`config.mk`:
```
export PLATFORM = sky130hd
export DESIGN_NAME = byte_stream_lexer_core
export DESIGN_NICKNAME = d
export VERILOG_FILES = /design/src/rtl/core/bsl_pkg.sv /design/src/rtl/core/bsl_conv.sv /design/src/rtl/core/bsl_rq.sv /design/src/rtl/core/byte_stream_lexer_core.sv
export SDC_FILE = /design/constraint.sdc
export NUM_CORES = 2
export LEC_CHECK = 0
export BUFFER_PORTS_ARGS = -buffer_cell sky130_fd_sc_hd__buf_2
export CORE_UTILIZATION = 38
export CTS_CLUSTER_SIZE = 20
export DETAILED_ROUTE_END_ITERATION = 10
export GPL_ROUTABILITY_DRIVEN = 0
export RECOVER_POWER = 25
export REMOVE_ABC_BUFFERS = 1
export SYNTH_ARGS = -nofsm -noshare
export SYNTH_HDL_FRONTEND = slang
export SYNTH_SLANG_ARGS = --single-unit
```
`constraint.sdc`:
```
create_clock -name i_clk -period 21.1 [get_ports i_clk]
set_input_delay 1.055 -clock i_clk [delete_from_list [all_inputs] [get_ports i_clk]]
set_output_delay 1.055 -clock i_clk [all_outputs]
set_load 0.005 [all_outputs]
```
`src/rtl/core/bsl_pkg.sv`:
```
// ----------------------------------------------------------------------------
// bsl_pkg
// Shared constants, types and byte classification for the byte stream lexer.
// ----------------------------------------------------------------------------
package bsl_pkg;

    localparam int LINE_WIDTH_DEF   = 32;
    localparam int LENGTH_WIDTH_DEF = 16;
    localparam int VALUE_WIDTH_DEF  = 63;
    localparam int QUEUE_DEPTH      = 4;
    localparam int TYPE_W           = 5;

    localparam logic [TYPE_W-1:0] TOK_EOF   = 5'd0;
    localparam logic [TYPE_W-1:0] TOK_GT    = 5'd1;
    localparam logic [TYPE_W-1:0] TOK_LT    = 5'd2;
    localparam logic [TYPE_W-1:0] TOK_LPAR  = 5'd3;
    localparam logic [TYPE_W-1:0] TOK_RPAR  = 5'd4;
    localparam logic [TYPE_W-1:0] TOK_LBRC  = 5'd5;
    localparam logic [TYPE_W-1:0] TOK_RBRC  = 5'd6;
    localparam logic [TYPE_W-1:0] TOK_SEMI  = 5'd7;
    localparam logic [TYPE_W-1:0] TOK_PLUS  = 5'd8;
    localparam logic [TYPE_W-1:0] TOK_MINUS = 5'd9;
    localparam logic [TYPE_W-1:0] TOK_STAR  = 5'd10;
    localparam logic [TYPE_W-1:0] TOK_SLASH = 5'd11;
    localparam logic [TYPE_W-1:0] TOK_EQ    = 5'd12;
    localparam logic [TYPE_W-1:0] TOK_COMMA = 5'd13;
    localparam logic [TYPE_W-1:0] TOK_CARET = 5'd14;
    localparam logic [TYPE_W-1:0] TOK_TILDE = 5'd15;
    localparam logic [TYPE_W-1:0] TOK_PCT   = 5'd16;
    localparam logic [TYPE_W-1:0] TOK_BANG  = 5'd17;
    localparam logic [TYPE_W-1:0] TOK_INT   = 5'd18;
    localparam logic [TYPE_W-1:0] TOK_IDENT = 5'd19;

    localparam logic RK_TEXT  = 1'b0;
    localparam logic RK_TOKEN = 1'b1;
    localparam logic IK_BYTE  = 1'b0;
    localparam logic IK_EOS   = 1'b1;

    localparam logic [7:0] CH_LF   = 8'h0A;
    localparam logic [7:0] CH_ZERO = 8'h30;
    localparam logic [7:0] CH_NINE = 8'h39;
    localparam logic [7:0] CH_LX   = 8'h78;
    localparam logic [7:0] CH_UX   = 8'h58;

    typedef enum logic [4:0] {
        RX_LEAD = 5'b00001,
        RX_ZERO = 5'b00010,
        RX_DEC  = 5'b00100,
        RX_OCT  = 5'b01000,
        RX_HEX  = 5'b10000
    } t_radix;

    typedef struct packed {
        t_radix phase;
        logic   stopped;
    } t_conv_state;

    typedef struct packed {
        logic       valid;
        logic [3:0] value;
    } t_digit;

    function automatic logic f_is_space(input logic [7:0] b);
        return b inside {8'h20, [8'h09:8'h0D]};
    endfunction

    function automatic logic f_is_dec(input logic [7:0] b);
        return b inside {[CH_ZERO:CH_NINE]};
    endfunction

    function automatic logic [TYPE_W-1:0] f_punct_type(input logic [7:0] b);
        logic [TYPE_W-1:0] t;
        case (b)
            8'h3E:   t = TOK_GT;
            8'h3C:   t = TOK_LT;
            8'h28:   t = TOK_LPAR;
            8'h29:   t = TOK_RPAR;
            8'h7B:   t = TOK_LBRC;
            8'h7D:   t = TOK_RBRC;
            8'h3B:   t = TOK_SEMI;
            8'h2B:   t = TOK_PLUS;
            8'h2D:   t = TOK_MINUS;
            8'h2A:   t = TOK_STAR;
            8'h2F:   t = TOK_SLASH;
            8'h3D:   t = TOK_EQ;
            8'h2C:   t = TOK_COMMA;
            8'h5E:   t = TOK_CARET;
            8'h7E:   t = TOK_TILDE;
            8'h25:   t = TOK_PCT;
            8'h21:   t = TOK_BANG;
            default: t = TOK_EOF;
        endcase
        return t;
    endfunction

    function automatic t_digit f_digit(input logic [7:0] b);
        t_digit d;
        d.valid = 1'b1;
        if (b inside {[8'h30:8'h39]}) begin
            d.value = 4'(b - 8'h30);
        end else if (b inside {[8'h61:8'h66]}) begin
            d.value = 4'(b - 8'h57);
        end else if (b inside {[8'h41:8'h46]}) begin
            d.value = 4'(b - 8'h37);
        end else begin
            d.valid = 1'b0;
            d.value = 4'd0;
        end
        return d;
    endfunction

endpackage

```
`src/rtl/core/bsl_conv.sv`:
```
// ----------------------------------------------------------------------------
// bsl_conv
// One digit step of the integer conversion: radix detection and saturating
// accumulate by the detected radix (10, 8 or 16).
// ----------------------------------------------------------------------------
module bsl_conv #(
    parameter int VALUE_WIDTH = bsl_pkg::VALUE_WIDTH_DEF
) (
    input  logic                    i_start,
    input  logic [7:0]              i_byte,
    input  bsl_pkg::t_conv_state    i_state,
    input  logic [VALUE_WIDTH-1:0]  i_acc,
    output bsl_pkg::t_conv_state    o_state,
    output logic [VALUE_WIDTH-1:0]  o_acc
);
    import bsl_pkg::*;

    t_conv_state            w_cur;
    logic [VALUE_WIDTH-1:0] w_acc_cur;
    t_digit                 w_dig;
    logic                   w_step;
    logic [VALUE_WIDTH+4:0] w_ext;
    logic [VALUE_WIDTH+4:0] w_prod;
    logic [VALUE_WIDTH+4:0] w_sum;

    always_comb begin
        w_cur.phase   = i_start ? RX_LEAD : i_state.phase;
        w_cur.stopped = i_start ? 1'b0 : i_state.stopped;
        w_acc_cur     = i_start ? '0 : i_acc;
        w_dig         = f_digit(i_byte);
        o_state       = w_cur;
        w_step        = 1'b0;
        if (!w_cur.stopped) begin
            case (w_cur.phase)
                RX_LEAD: begin
                    if (i_byte == CH_ZERO) begin
                        o_state.phase = RX_ZERO;
                    end else begin
                        o_state.phase = RX_DEC;
                        w_step        = 1'b1;
                    end
                end
                RX_ZERO: begin
                    if (i_byte == CH_LX || i_byte == CH_UX) begin
                        o_state.phase = RX_HEX;
                    end else if (w_dig.valid && w_dig.value < 4'd8) begin
                        o_state.phase = RX_OCT;
                        w_step        = 1'b1;
                    end else begin
                        o_state.stopped = 1'b1;
                    end
                end
                RX_DEC: begin
                    if (w_dig.valid && w_dig.value < 4'd10) w_step = 1'b1;
                    else o_state.stopped = 1'b1;
                end
                RX_OCT: begin
                    if (w_dig.valid && w_dig.value < 4'd8) w_step = 1'b1;
                    else o_state.stopped = 1'b1;
                end
                RX_HEX: begin
                    if (w_dig.valid) w_step = 1'b1;
                    else o_state.stopped = 1'b1;
                end
                default: begin
                    o_state.stopped = 1'b1;
                end
            endcase
        end
    end

    always_comb begin
        w_ext = {5'd0, w_acc_cur};
        case (o_state.phase)
            RX_DEC:  w_prod = (w_ext << 3) + (w_ext << 1);
            RX_OCT:  w_prod = w_ext << 3;
            default: w_prod = w_ext << 4;
        endcase
        w_sum = w_prod + (VALUE_WIDTH+5)'(w_dig.value);
        o_acc = w_acc_cur;
        if (w_step) begin
            o_acc = (|w_sum[VALUE_WIDTH+4:VALUE_WIDTH]) ? '1 : w_sum[VALUE_WIDTH-1:0];
        end
    end

endmodule

```
`src/rtl/core/bsl_rq.sv`:
```
// ----------------------------------------------------------------------------
// bsl_rq
// Result queue: takes up to two words per cycle, hands out one per cycle while i_ready is high.
// DEPTH must be a power of two and at least 4.
// ----------------------------------------------------------------------------
module bsl_rq #(
    parameter int WIDTH = 8,
    parameter int DEPTH = bsl_pkg::QUEUE_DEPTH
) (
    input  logic             i_clk,
    input  logic             i_rst_n,
    input  logic [1:0]       i_push_n,
    input  logic [WIDTH-1:0] i_data0,
    input  logic [WIDTH-1:0] i_data1,
    output logic             o_room,
    output logic             o_valid,
    input  logic             i_ready,
    output logic [WIDTH-1:0] o_data
);
    import bsl_pkg::*;

    localparam int PW = $clog2(DEPTH);
    localparam int CW = $clog2(DEPTH + 1);

    logic [WIDTH-1:0] r_mem [DEPTH];
    logic [PW-1:0]    r_head;
    logic [PW-1:0]    r_tail;
    logic [CW-1:0]    r_count;
    logic             w_pop;
    logic [PW-1:0]    w_tail1;

    assign o_valid = (r_count != '0);
    assign o_data  = r_mem[r_head];
    assign o_room  = (r_count <= CW'(DEPTH - 2));
    assign w_pop   = o_valid && i_ready;
    assign w_tail1 = r_tail + PW'(1);

    always_ff @(posedge i_clk) begin
        if (!i_rst_n) begin
            r_head  <= '0;
            r_tail  <= '0;
            r_count <= '0;
        end else begin
            r_tail  <= r_tail + PW'(i_push_n);
            r_head  <= r_head + PW'(w_pop);
            r_count <= r_count + CW'(i_push_n) - CW'(w_pop);
        end
    end

    always_ff @(posedge i_clk) begin
        if (i_push_n != 2'd0) r_mem[r_tail] <= i_data0;
        if (i_push_n == 2'd2) r_mem[w_tail1] <= i_data1;
    end

endmodule

```
`src/rtl/core/byte_stream_lexer_core.sv`:
```
// ----------------------------------------------------------------------------
// byte_stream_lexer_core
// Byte-at-a-time tokenizer: splits words on whitespace and tokens, emits
// punctuation and end-of-stream tokens, echoes word bytes, converts integers.
//
//  channel | direction | handshake                 | payload
//  --------+-----------+---------------------------+---------------------------
//  in      | input     | i_in_valid / o_in_ready   | kind, byte_value
//  out     | output    | o_out_valid / i_out_ready | result_kind .. last
//
// One input word per cycle while the queue has room: input register, one
// pass of classification and digit accumulate, then a 4-entry result queue.
// An input word yields zero, one or two results; output drains one per cycle
// while i_out_ready is high.
// Input stalls only while the queue holds more than two results.
// Reset (synchronous, active low) clears lexer state; line count restarts at 1.
// ----------------------------------------------------------------------------
module byte_stream_lexer_core #(
    parameter int LINE_WIDTH   = bsl_pkg::LINE_WIDTH_DEF,
    parameter int LENGTH_WIDTH = bsl_pkg::LENGTH_WIDTH_DEF,
    parameter int VALUE_WIDTH  = bsl_pkg::VALUE_WIDTH_DEF
) (
    input  logic                        i_clk,
    input  logic                        i_rst_n,
    input  logic                        i_in_valid,
    output logic                        o_in_ready,
    input  logic                        i_kind,
    input  logic [7:0]                  i_byte_value,
    output logic                        o_out_valid,
    input  logic                        i_out_ready,
    output logic                        o_result_kind,
    output logic [bsl_pkg::TYPE_W-1:0]  o_token_type,
    output logic [7:0]                  o_text_byte,
    output logic [VALUE_WIDTH-1:0]      o_int_value,
    output logic [LINE_WIDTH-1:0]       o_line_number,
    output logic [LENGTH_WIDTH-1:0]     o_word_length,
    output logic                        o_last
);
    import bsl_pkg::*;

    localparam int RW = 1 + TYPE_W + 8 + VALUE_WIDTH + LINE_WIDTH + LENGTH_WIDTH + 1;

    logic                    r_in_valid;
    logic                    r_in_kind;
    logic [7:0]              r_in_byte;

    logic                    r_in_word;
    logic                    r_is_num;
    logic [LINE_WIDTH-1:0]   r_line_count;
    logic [LINE_WIDTH-1:0]   r_word_line;
    logic [LENGTH_WIDTH-1:0] r_length;
    logic [VALUE_WIDTH-1:0]  r_acc;
    t_conv_state             r_conv;

    logic                    n_in_word;
    logic                    n_is_num;
    logic [LINE_WIDTH-1:0]   n_line_count;
    logic [LINE_WIDTH-1:0]   n_word_line;
    logic [LENGTH_WIDTH-1:0] n_length;
    logic [VALUE_WIDTH-1:0]  n_acc;
    t_conv_state             n_conv;

    logic                    w_room;
    logic                    w_fire;
    logic                    w_eos;
    logic                    w_space;
    logic [TYPE_W-1:0]       w_pt;
    logic                    w_tok;
    logic                    w_text;
    logic                    w_start;
    logic                    w_conv_num;
    t_conv_state             w_conv_next;
    logic [VALUE_WIDTH-1:0]  w_acc_next;
    logic [TYPE_W-1:0]       w_tok_type;
    logic [RW-1:0]           w_word_res;
    logic [RW-1:0]           w_tok_res;
    logic [RW-1:0]           w_text_res;
    logic [RW-1:0]           w_d0;
    logic [RW-1:0]           w_d1;
    logic [1:0]              w_push_n;
    logic [RW-1:0]           w_q_data;

    assign w_fire     = r_in_valid && w_room;
    assign o_in_ready = !r_in_valid || w_fire;

    always_ff @(posedge i_clk) begin
        if (!i_rst_n) begin
            r_in_valid <= 1'b0;
        end else if (i_in_valid && o_in_ready) begin
            r_in_valid <= 1'b1;
        end else if (w_fire) begin
            r_in_valid <= 1'b0;
        end
    end

    always_ff @(posedge i_clk) begin
        if (i_in_valid && o_in_ready) begin
            r_in_kind <= i_kind;
            r_in_byte <= i_byte_value;
        end
    end

    assign w_eos      = (r_in_kind == IK_EOS);
    assign w_space    = !w_eos && f_is_space(r_in_byte);
    assign w_pt       = f_punct_type(r_in_byte);
    assign w_tok      = w_eos || (!w_space && w_pt != TOK_EOF);
    assign w_text     = !w_eos && !w_space && w_pt == TOK_EOF;
    assign w_start    = w_text && !r_in_word;
    assign w_conv_num = w_start ? f_is_dec(r_in_byte) : r_is_num;
    assign w_tok_type = w_eos ? TOK_EOF : w_pt;

    bsl_conv #(
        .VALUE_WIDTH (VALUE_WIDTH)
    ) u_conv (
        .i_start (w_start),
        .i_byte  (r_in_byte),
        .i_state (r_conv),
        .i_acc   (r_acc),
        .o_state (w_conv_next),
        .o_acc   (w_acc_next)
    );

    always_comb begin
        n_in_word    = r_in_word;
        n_is_num     = r_is_num;
        n_line_count = r_line_count;
        n_word_line  = r_word_line;
        n_length     = r_length;
        n_acc        = r_acc;
        n_conv       = r_conv;
        if (w_fire) begin
            if (w_text) begin
                n_in_word = 1'b1;
                n_is_num  = w_conv_num;
                if (w_start) begin
                    n_word_line = r_line_count;
                    n_length    = LENGTH_WIDTH'(1);
                end else if (r_length != '1) begin
                    n_length = r_length + LENGTH_WIDTH'(1);
                end
                if (w_conv_num) begin
                    n_acc  = w_acc_next;
                    n_conv = w_conv_next;
                end else if (w_start) begin
                    n_acc = '0;
                end
            end else begin
                n_in_word = 1'b0;
                if (w_space && r_in_byte == CH_LF && r_line_count != '1) begin
                    n_line_count = r_line_count + LINE_WIDTH'(1);
                end
            end
        end
    end

    always_ff @(posedge i_clk) begin
        if (!i_rst_n) begin
            r_in_word    <= 1'b0;
            r_is_num     <= 1'b0;
            r_line_count <= LINE_WIDTH'(1);
            r_word_line  <= LINE_WIDTH'(1);
            r_length     <= '0;
            r_acc        <= '0;
            r_conv       <= '{phase: RX_LEAD, stopped: 1'b0};
        end else begin
            r_in_word    <= n_in_word;
            r_is_num     <= n_is_num;
            r_line_count <= n_line_count;
            r_word_line  <= n_word_line;
            r_length     <= n_length;
            r_acc        <= n_acc;
            r_conv       <= n_conv;
        end
    end

    always_comb begin
        w_word_res = {RK_TOKEN, (r_is_num ? TOK_INT : TOK_IDENT), 8'd0,
                      (r_is_num ? r_acc : {VALUE_WIDTH{1'b0}}), r_word_line, r_length, 1'b0};
        w_tok_res  = {RK_TOKEN, w_tok_type, 8'd0, {VALUE_WIDTH{1'b0}}, r_line_count,
                      {LENGTH_WIDTH{1'b0}}, 1'b1};
        w_text_res = {RK_TEXT, TOK_EOF, r_in_byte, {VALUE_WIDTH{1'b0}},
                      (w_start ? r_line_count : r_word_line), {LENGTH_WIDTH{1'b0}}, 1'b1};
        w_d0     = w_text_res;
        w_d1     = w_tok_res;
        w_push_n = 2'd0;
        if (w_fire) begin
            if (w_text) begin
                w_push_n = 2'd1;
            end else if (r_in_word) begin
                w_d0 = w_word_res;
                if (w_tok) begin
                    w_push_n = 2'd2;
                end else begin
                    w_d0[0]  = 1'b1;
                    w_push_n = 2'd1;
                end
            end else if (w_tok) begin
                w_d0     = w_tok_res;
                w_push_n = 2'd1;
            end
        end
    end

    bsl_rq #(
        .WIDTH (RW),
        .DEPTH (QUEUE_DEPTH)
    ) u_rq (
        .i_clk    (i_clk),
        .i_rst_n  (i_rst_n),
        .i_push_n (w_push_n),
        .i_data0  (w_d0),
        .i_data1  (w_d1),
        .o_room   (w_room),
        .o_valid  (o_out_valid),
        .i_ready  (i_out_ready),
        .o_data   (w_q_data)
    );

    assign {o_result_kind, o_token_type, o_text_byte, o_int_value,
            o_line_number, o_word_length, o_last} = w_q_data;

endmodule

```
# == Word-level counts from Yosys, hierarchy flattened ==
# Memory sizes are Yosys's and may differ from the RTL's. A register that Yosys moved wholly into a read port is not among the register bits.
# Index checks and enable logic that the tools add are counted.
# totals
register_bits,168
latch_bits,0
mem_bits_rw,504
mem_bits_ro,0
input_bits,13
elab_cells,162
memories,1
# classes
addsub,12
mul,0
div,0
order_cmp,11
eq_ne,32
n_shift,0
muxes,56
bitwise,1
reduce_logical,35
# mem_list
memory,words,word_bits,read_ports,rd_ports_with_merged_regs,write_ports,line_no,source
u_rq.r_mem,4,126,1,1,2,bsl_rq.sv:25,logic [WIDTH-1:0] r_mem [DEPTH];
# ops
operator,count
two-way mux 126 bit,4
two-way mux 63 bit,5
one-hot mux 68 bit (2 select lines),1
"== test 8 x 6 -> 1 bit, second input constant",15
one-hot mux 5 bit (17 select lines),1
adder 68 x 4 -> 68 bit,1
adder 66 x 64 -> 67 bit,1
"== test 8 x 7 -> 1 bit, second input constant",6
"adder 32 x 1 -> 32 bit, second input constant",1
two-way mux 16 bit,2
two-way mux 32 bit,1
"inequality test 32 bit, second input constant",1
two-way mux 1 bit,25
two-way mux 5 bit,4
"adder 16 x 1 -> 16 bit, second input constant",1
">= comparator 8 x 7 -> 1 bit, second input constant",2
"<= comparator 8 x 7 -> 1 bit, second input constant",2
logical AND 1 bit,16
"inequality test 16 bit, second input constant",1
two-way mux 4 bit,3
"== test 5 x 3 -> 1 bit, second input constant",2
"== test 5 x 4 -> 1 bit, second input constant",2
two-way mux 2 bit,5
one-hot mux 1 bit (5 select lines),2
31 further kinds,43

# == Longest topological paths before layout ==
# logic_depth
word_depth,20
ltp_mapped,36

# == Hierarchy ==
# A second synthesis with hierarchy kept.
# hier_totals
cells_unflattened,3606
area_unflattened_um2,42273.0
# modules_own_cells
mod,instances,cells_per_inst,area_each_um2,seq_area_each_um2
bsl_rq,1,1263,24900.1,15274.6
bsl_conv,1,1488,9689.3,0.0
byte_stream_lexer_core,1,855,7683.6,3313.2

# == Worst setup path after synthesis ==
# Ideal clock, no wire load.
# synth_path
kind,register to register
startpoint,reg r_in_byte[0]
endpoint,reg r_acc[1]
setup_time_ns,0.120
t_arrival_ns,7.503
setup_slack_ns,13.476
stages_incl_launch_ff,34
synth_period_minus_slack_ns,7.624
path_cell_list,edfxtp_1 > buf_2 > inv_1 > ha_1 > nor4bb_1 > a211oi_2 > o21ai_2 > or3_1 > buf_4 > buf_6 > buf_6 > buf_4 > buf_2 > buf_2 > clkbuf_1 > clkbuf_1 > and2_1 > ha_1 > ha_1 > a21oi_1 > a211oi_1 > a31oi_1 > o31ai_1 > xnor2_1 > o221ai_1 > nand4_1 > nor4_4 > nand4_1 > nor4_1 > mux2_2 > o21bai_4 > buf_6 > o311ai_2 > nand2_1
# synth_between
elab_chain_len,20
# synth_lines
item,line_no,source
start: declaration,byte_stream_lexer_core.sv:45,logic [7:0] r_in_byte;
start signal: assignment,byte_stream_lexer_core.sv:99,r_in_byte <= i_byte_value;
"parallel branches: the longest is 20 deep, another holds adder 68 x 4 -> 68 bit",--,
end signal: assignment,byte_stream_lexer_core.sv:171,r_acc <= n_acc;
end: declaration,byte_stream_lexer_core.sv:52,logic [VALUE_WIDTH-1:0] r_acc;
# Several ways; the timed one is not identified.
# A chain may end at the register's enable or synchronous reset.

# == Final worst setup path ==
# layout_path
startpoint,reg r_in_byte[1]
endpoint,reg r_acc[49]
# Same word-level chain as after synthesis.

==> results.tsv <==
metric	value	unit
number of distinct library cell variants in the gate-level netlist after synthesis	123	
TritonCTS clock tree	done	
final setup TNS	0	ns
final count of pins violating max slew	451	
Post-CTS Hold Buffers	0	
count of input and output buffers	140	
synthesized netlist cell count	4233	
number of nets in the final layout	4161	
total power	0.00326	W
data required time at the worst endpoint	21.52	ns
die outline width	321	um
number of iterations in the first detailed-routing pass	8	
relative slew slack	-159	%
final core utilization	42.4	%
number of clock sinks seen by CTS	672	
FMAX	0.0848	GHz
period utilization	55.9	%
worst min-delay path category	reg2reg	
Clock Skew	0.0479	ns
sum of net half-perimeters after detailed placement	87.3	mm
global-route usage over all layers	25.3	%
global-route wire length before repair	204	mm
R2R Path Start	r_in_byte[1]	
Post-DP Area	40200	um2
endpoint of the lowest-slack register-to-register path	r_acc[49]	
Clock Latency Late Sink	0.67	ns
remaining antenna violation count	0	
status	finished with violations	
Final Setup Violations	0	
Post-synth top flop	sky130_fd_sc_hd__dfxtp_1	
routed wire length	134	mm
DRC violation count after routing	0	
worst min-delay path startpoint	u_rq.r_mem[3][14]	
share of the synthesized area in the top cell type	26.6	%
cell chosen for the clock root	sky130_fd_sc_hd__clkbuf_16	
pin count of the biggest net entering global routing	111	
maximum resistive drop on vdd	0.0881	mV
count of final hold-check violations	0	
area of the die	103000	um2
number of gates resized after cts	0	
layout-stage area growth over the synthesis result	10.1	%
buffers from clock root to sink, at most	3	
number of max-capacitance violations reported	12	
# IOs	141	
total via count in the routed design	34900	
Leak	14.2	nW
critical path launch point type	flip-flop	
endpoint kind of the worst setup timing path	flip-flop	
Design Area, Final	42700	um2
endpoint with the worst hold slack	u_rq.r_mem[3][14]	
Inserted Clock Buffers	76	
commonest non-fill, non-tap cells in the layout	sky130_fd_sc_hd__dfxtp_1 (514), sky130_fd_sc_hd__nand2_1 (413), sky130_fd_sc_hd__o21ai_0 (300)	
Post-Syn Area	38700	um2
Avg WL per Cell	24.3	um
top cell type by total area after synthesis	sky130_fd_sc_hd__dfxtp_1	
highest net fanout along the worst path	44	
leading cell type in the layout, fill and taps excluded	sky130_fd_sc_hd__dfxtp_1	
global route total overflow	0	
violations in the final reports	max-capacitance violations, max-slew violations	
average vias per placed instance	6.31	
post-synthesis sequential element count	672	
power per standard cell area	76.5	nW/um2
instance count along the most critical hold path	2	
initial DRC count	3846	
startpoint-to-endpoint class of the critical path	reg2reg	
fraction of final layout cells sized beyond drive strength 1	13.1	%
RSZ-0062 raised after global routing	no	
core area	101000	um2
number of core rows	116	
FF-to-FF path depth	24	
number of H-tree branching levels	3	
worst reg2reg setup slack	9.31	ns
crit path time final	11.79	ns
Starting Density	38.5	%
EDFF count, synth	157	
antenna violations before repair	12	
Die Y	321	um
synthesis warning total	0	
average instance area after synthesis	9.15	um2
Post-synth ARST share	0	%
vias in the first global route	32900	
Arr. time, crit path	12.21	ns
top post-synthesis cells by area	sky130_fd_sc_hd__dfxtp_1 (27%), sky130_fd_sc_hd__edfxtp_1 (12%), sky130_fd_sc_hd__mux4_2 (7.3%)	
Worst Tran Pin Value	3.89	ns
post-CTS setup repair buffer count	0	
proportion of synthesized chip area in sequential cells	38.8	%
clock transition at the register clock pins on the worst setup and hold paths after CTS	0.06	ns
==> critical path, cell delays in order (launching register included) <==
cell and delay [ns]:
sky130_fd_sc_hd__edfxtp_1 0.51, sky130_fd_sc_hd__inv_1 0.17, sky130_fd_sc_hd__ha_1 0.39, sky130_fd_sc_hd__mux2i_1 0.13
sky130_fd_sc_hd__o2111a_1 0.26, sky130_fd_sc_hd__o31ai_1 1.30, sky130_fd_sc_hd__or3_2 0.38, sky130_fd_sc_hd__clkbuf_1 1.57
sky130_fd_sc_hd__clkbuf_1 1.69, sky130_fd_sc_hd__nand3_4 0.58, sky130_fd_sc_hd__o21ai_1 0.30, sky130_fd_sc_hd__buf_4 0.37
sky130_fd_sc_hd__and2_1 0.20, sky130_fd_sc_hd__ha_1 0.18, sky130_fd_sc_hd__fa_1 0.21, sky130_fd_sc_hd__a21oi_1 0.08
sky130_fd_sc_hd__a31oi_1 0.22, sky130_fd_sc_hd__nand4_1 0.24, sky130_fd_sc_hd__nor3_2 0.52, sky130_fd_sc_hd__nand4_1 0.21
sky130_fd_sc_hd__nor4_1 0.35, sky130_fd_sc_hd__mux2_2 0.41, sky130_fd_sc_hd__o21bai_4 0.19, sky130_fd_sc_hd__nor2_2 0.86
sky130_fd_sc_hd__a211oi_1 0.16
==> registers in the layout, summed over array words and instances, names as in the netlist, 2 cells and up <==
name / cells
u_rq.r_tail: 2
r_acc: 63
r_in_byte: 8
r_word_line: 32
r_conv: 6
r_length: 16
r_line_count: 32
u_rq.r_head: 2
u_rq.r_count: 3
u_rq.r_mem: 504
==> cells in the mapped netlist (18+ instances only) <==
| library cell | count |
|---|---|
| sky130_fd_sc_hd__nor4_1 | 23 |
| sky130_fd_sc_hd__inv_1 | 72 |
| sky130_fd_sc_hd__o31ai_1 | 18 |
| sky130_fd_sc_hd__a21o_1 | 24 |
| sky130_fd_sc_hd__nand4_1 | 51 |
| sky130_fd_sc_hd__o21ai_0 | 300 |
| sky130_fd_sc_hd__o211ai_1 | 21 |
| sky130_fd_sc_hd__and3_1 | 27 |
| sky130_fd_sc_hd__and3b_1 | 21 |
| sky130_fd_sc_hd__a31oi_1 | 30 |
| sky130_fd_sc_hd__edfxtp_1 | 157 |
| sky130_fd_sc_hd__ha_1 | 33 |
| sky130_fd_sc_hd__a221oi_1 | 32 |
| sky130_fd_sc_hd__buf_1 | 40 |
| sky130_fd_sc_hd__a22o_1 | 144 |
| sky130_fd_sc_hd__dfxtp_1 | 515 |
| sky130_fd_sc_hd__a22oi_1 | 23 |
| sky130_fd_sc_hd__xor2_1 | 95 |
| sky130_fd_sc_hd__buf_2 | 39 |
| sky130_fd_sc_hd__and2_1 | 38 |
| sky130_fd_sc_hd__nor3b_1 | 28 |
| sky130_fd_sc_hd__nand2_1 | 414 |
| sky130_fd_sc_hd__nor3_1 | 93 |
| sky130_fd_sc_hd__xnor2_1 | 84 |
| sky130_fd_sc_hd__mux4_2 | 126 |
| sky130_fd_sc_hd__a32o_1 | 191 |
| sky130_fd_sc_hd__a21oi_1 | 250 |
| sky130_fd_sc_hd__o22ai_1 | 30 |
| sky130_fd_sc_hd__nand3b_1 | 31 |
| sky130_fd_sc_hd__clkbuf_1 | 332 |
| sky130_fd_sc_hd__nor2_1 | 291 |
| sky130_fd_sc_hd__a211oi_1 | 56 |
| sky130_fd_sc_hd__or3b_2 | 20 |
| sky130_fd_sc_hd__nand2b_1 | 22 |
| sky130_fd_sc_hd__nand3_1 | 155 |
| sky130_fd_sc_hd__a21boi_0 | 40 |
==> layer usage <==
layer	share of wire [%]	wire, um	GRT usage, %	vias up
met3	9.2	12300	5.92	352
met4	3.7	4970	9.78	10
met1	41	55300	33.4	17200
met2	46	61700	39.9	1553
met5	0.048	65	0	-
li1	-	-	-	15800
==> logic make-up (layout without fill, tap and decap cells) <==
kind of cell             Yosys count  in the layout  synth area share [%]
buffers and inverters            507            446                  5.36
XOR/XNOR                         179            179                  4.05
other                              0              4                     0
AND/OR/NAND/NOR                 1327           1327                  17.2
multiplexers                     140            140                  7.70
AO/OA/AOI/OAI                   1372           1372                  25.7
flip-flops                       672            672                  38.8
adder cells (fa/ha/maj)           36             36                  1.19
==> final cells by class <==
cell class | count | area [um2]
diodes | 4 | 10.0
flip-flops and latches | 672 | 15000
well taps | 1357 | 1700
fillers | 9936 | 57900
multi-input cells | 3054 | 21700
inverters | 73 | 274
clock inverters | 37 | 438
clock buffers | 100 | 2150
repair buffers | 236 | 1310
==> per-stage QoR <==
stage          worst slack, ns  hold WS, ns  instances
5_1_grt                   8.92        0.470       5530
4_1_cts                  12.35        0.453       5529
3_3_place_gp             12.64        0.429       5392
2_1_floorplan            11.74        0.420       3799
6_report                  9.31        0.450       5533
3_5_place_dp             12.37        0.439       5392
==> worst max path at each step <==
stage                 startpoint          endpoint  slack (ns)  cells past startpoint
finish              r_in_byte[1]         r_acc[49]        9.31                     24
global route        r_in_byte[1]         r_acc[49]        8.92                     24
CTS                 r_in_byte[1]         r_acc[47]       12.35                     23
detailed placement  r_in_byte[1]         r_acc[47]       12.37                     23
global placement    r_in_byte[1]         r_acc[57]       12.64                     23
floorplan           r_in_byte[1]  u_rq.r_mem[3][0]       11.74                     15
==> report_power, final <==
| part | switching (W) | total [W] | internal (W) |
|---|---|---|---|
| combinational | 0.000295 | 0.000485 | 0.000190 |
| clock | 0.000575 | 0.00136 | 0.000788 |
| sequential | 0.0000546 | 0.00142 | 0.00136 |
No activity file was read; power rests on OpenSTA's default activity.
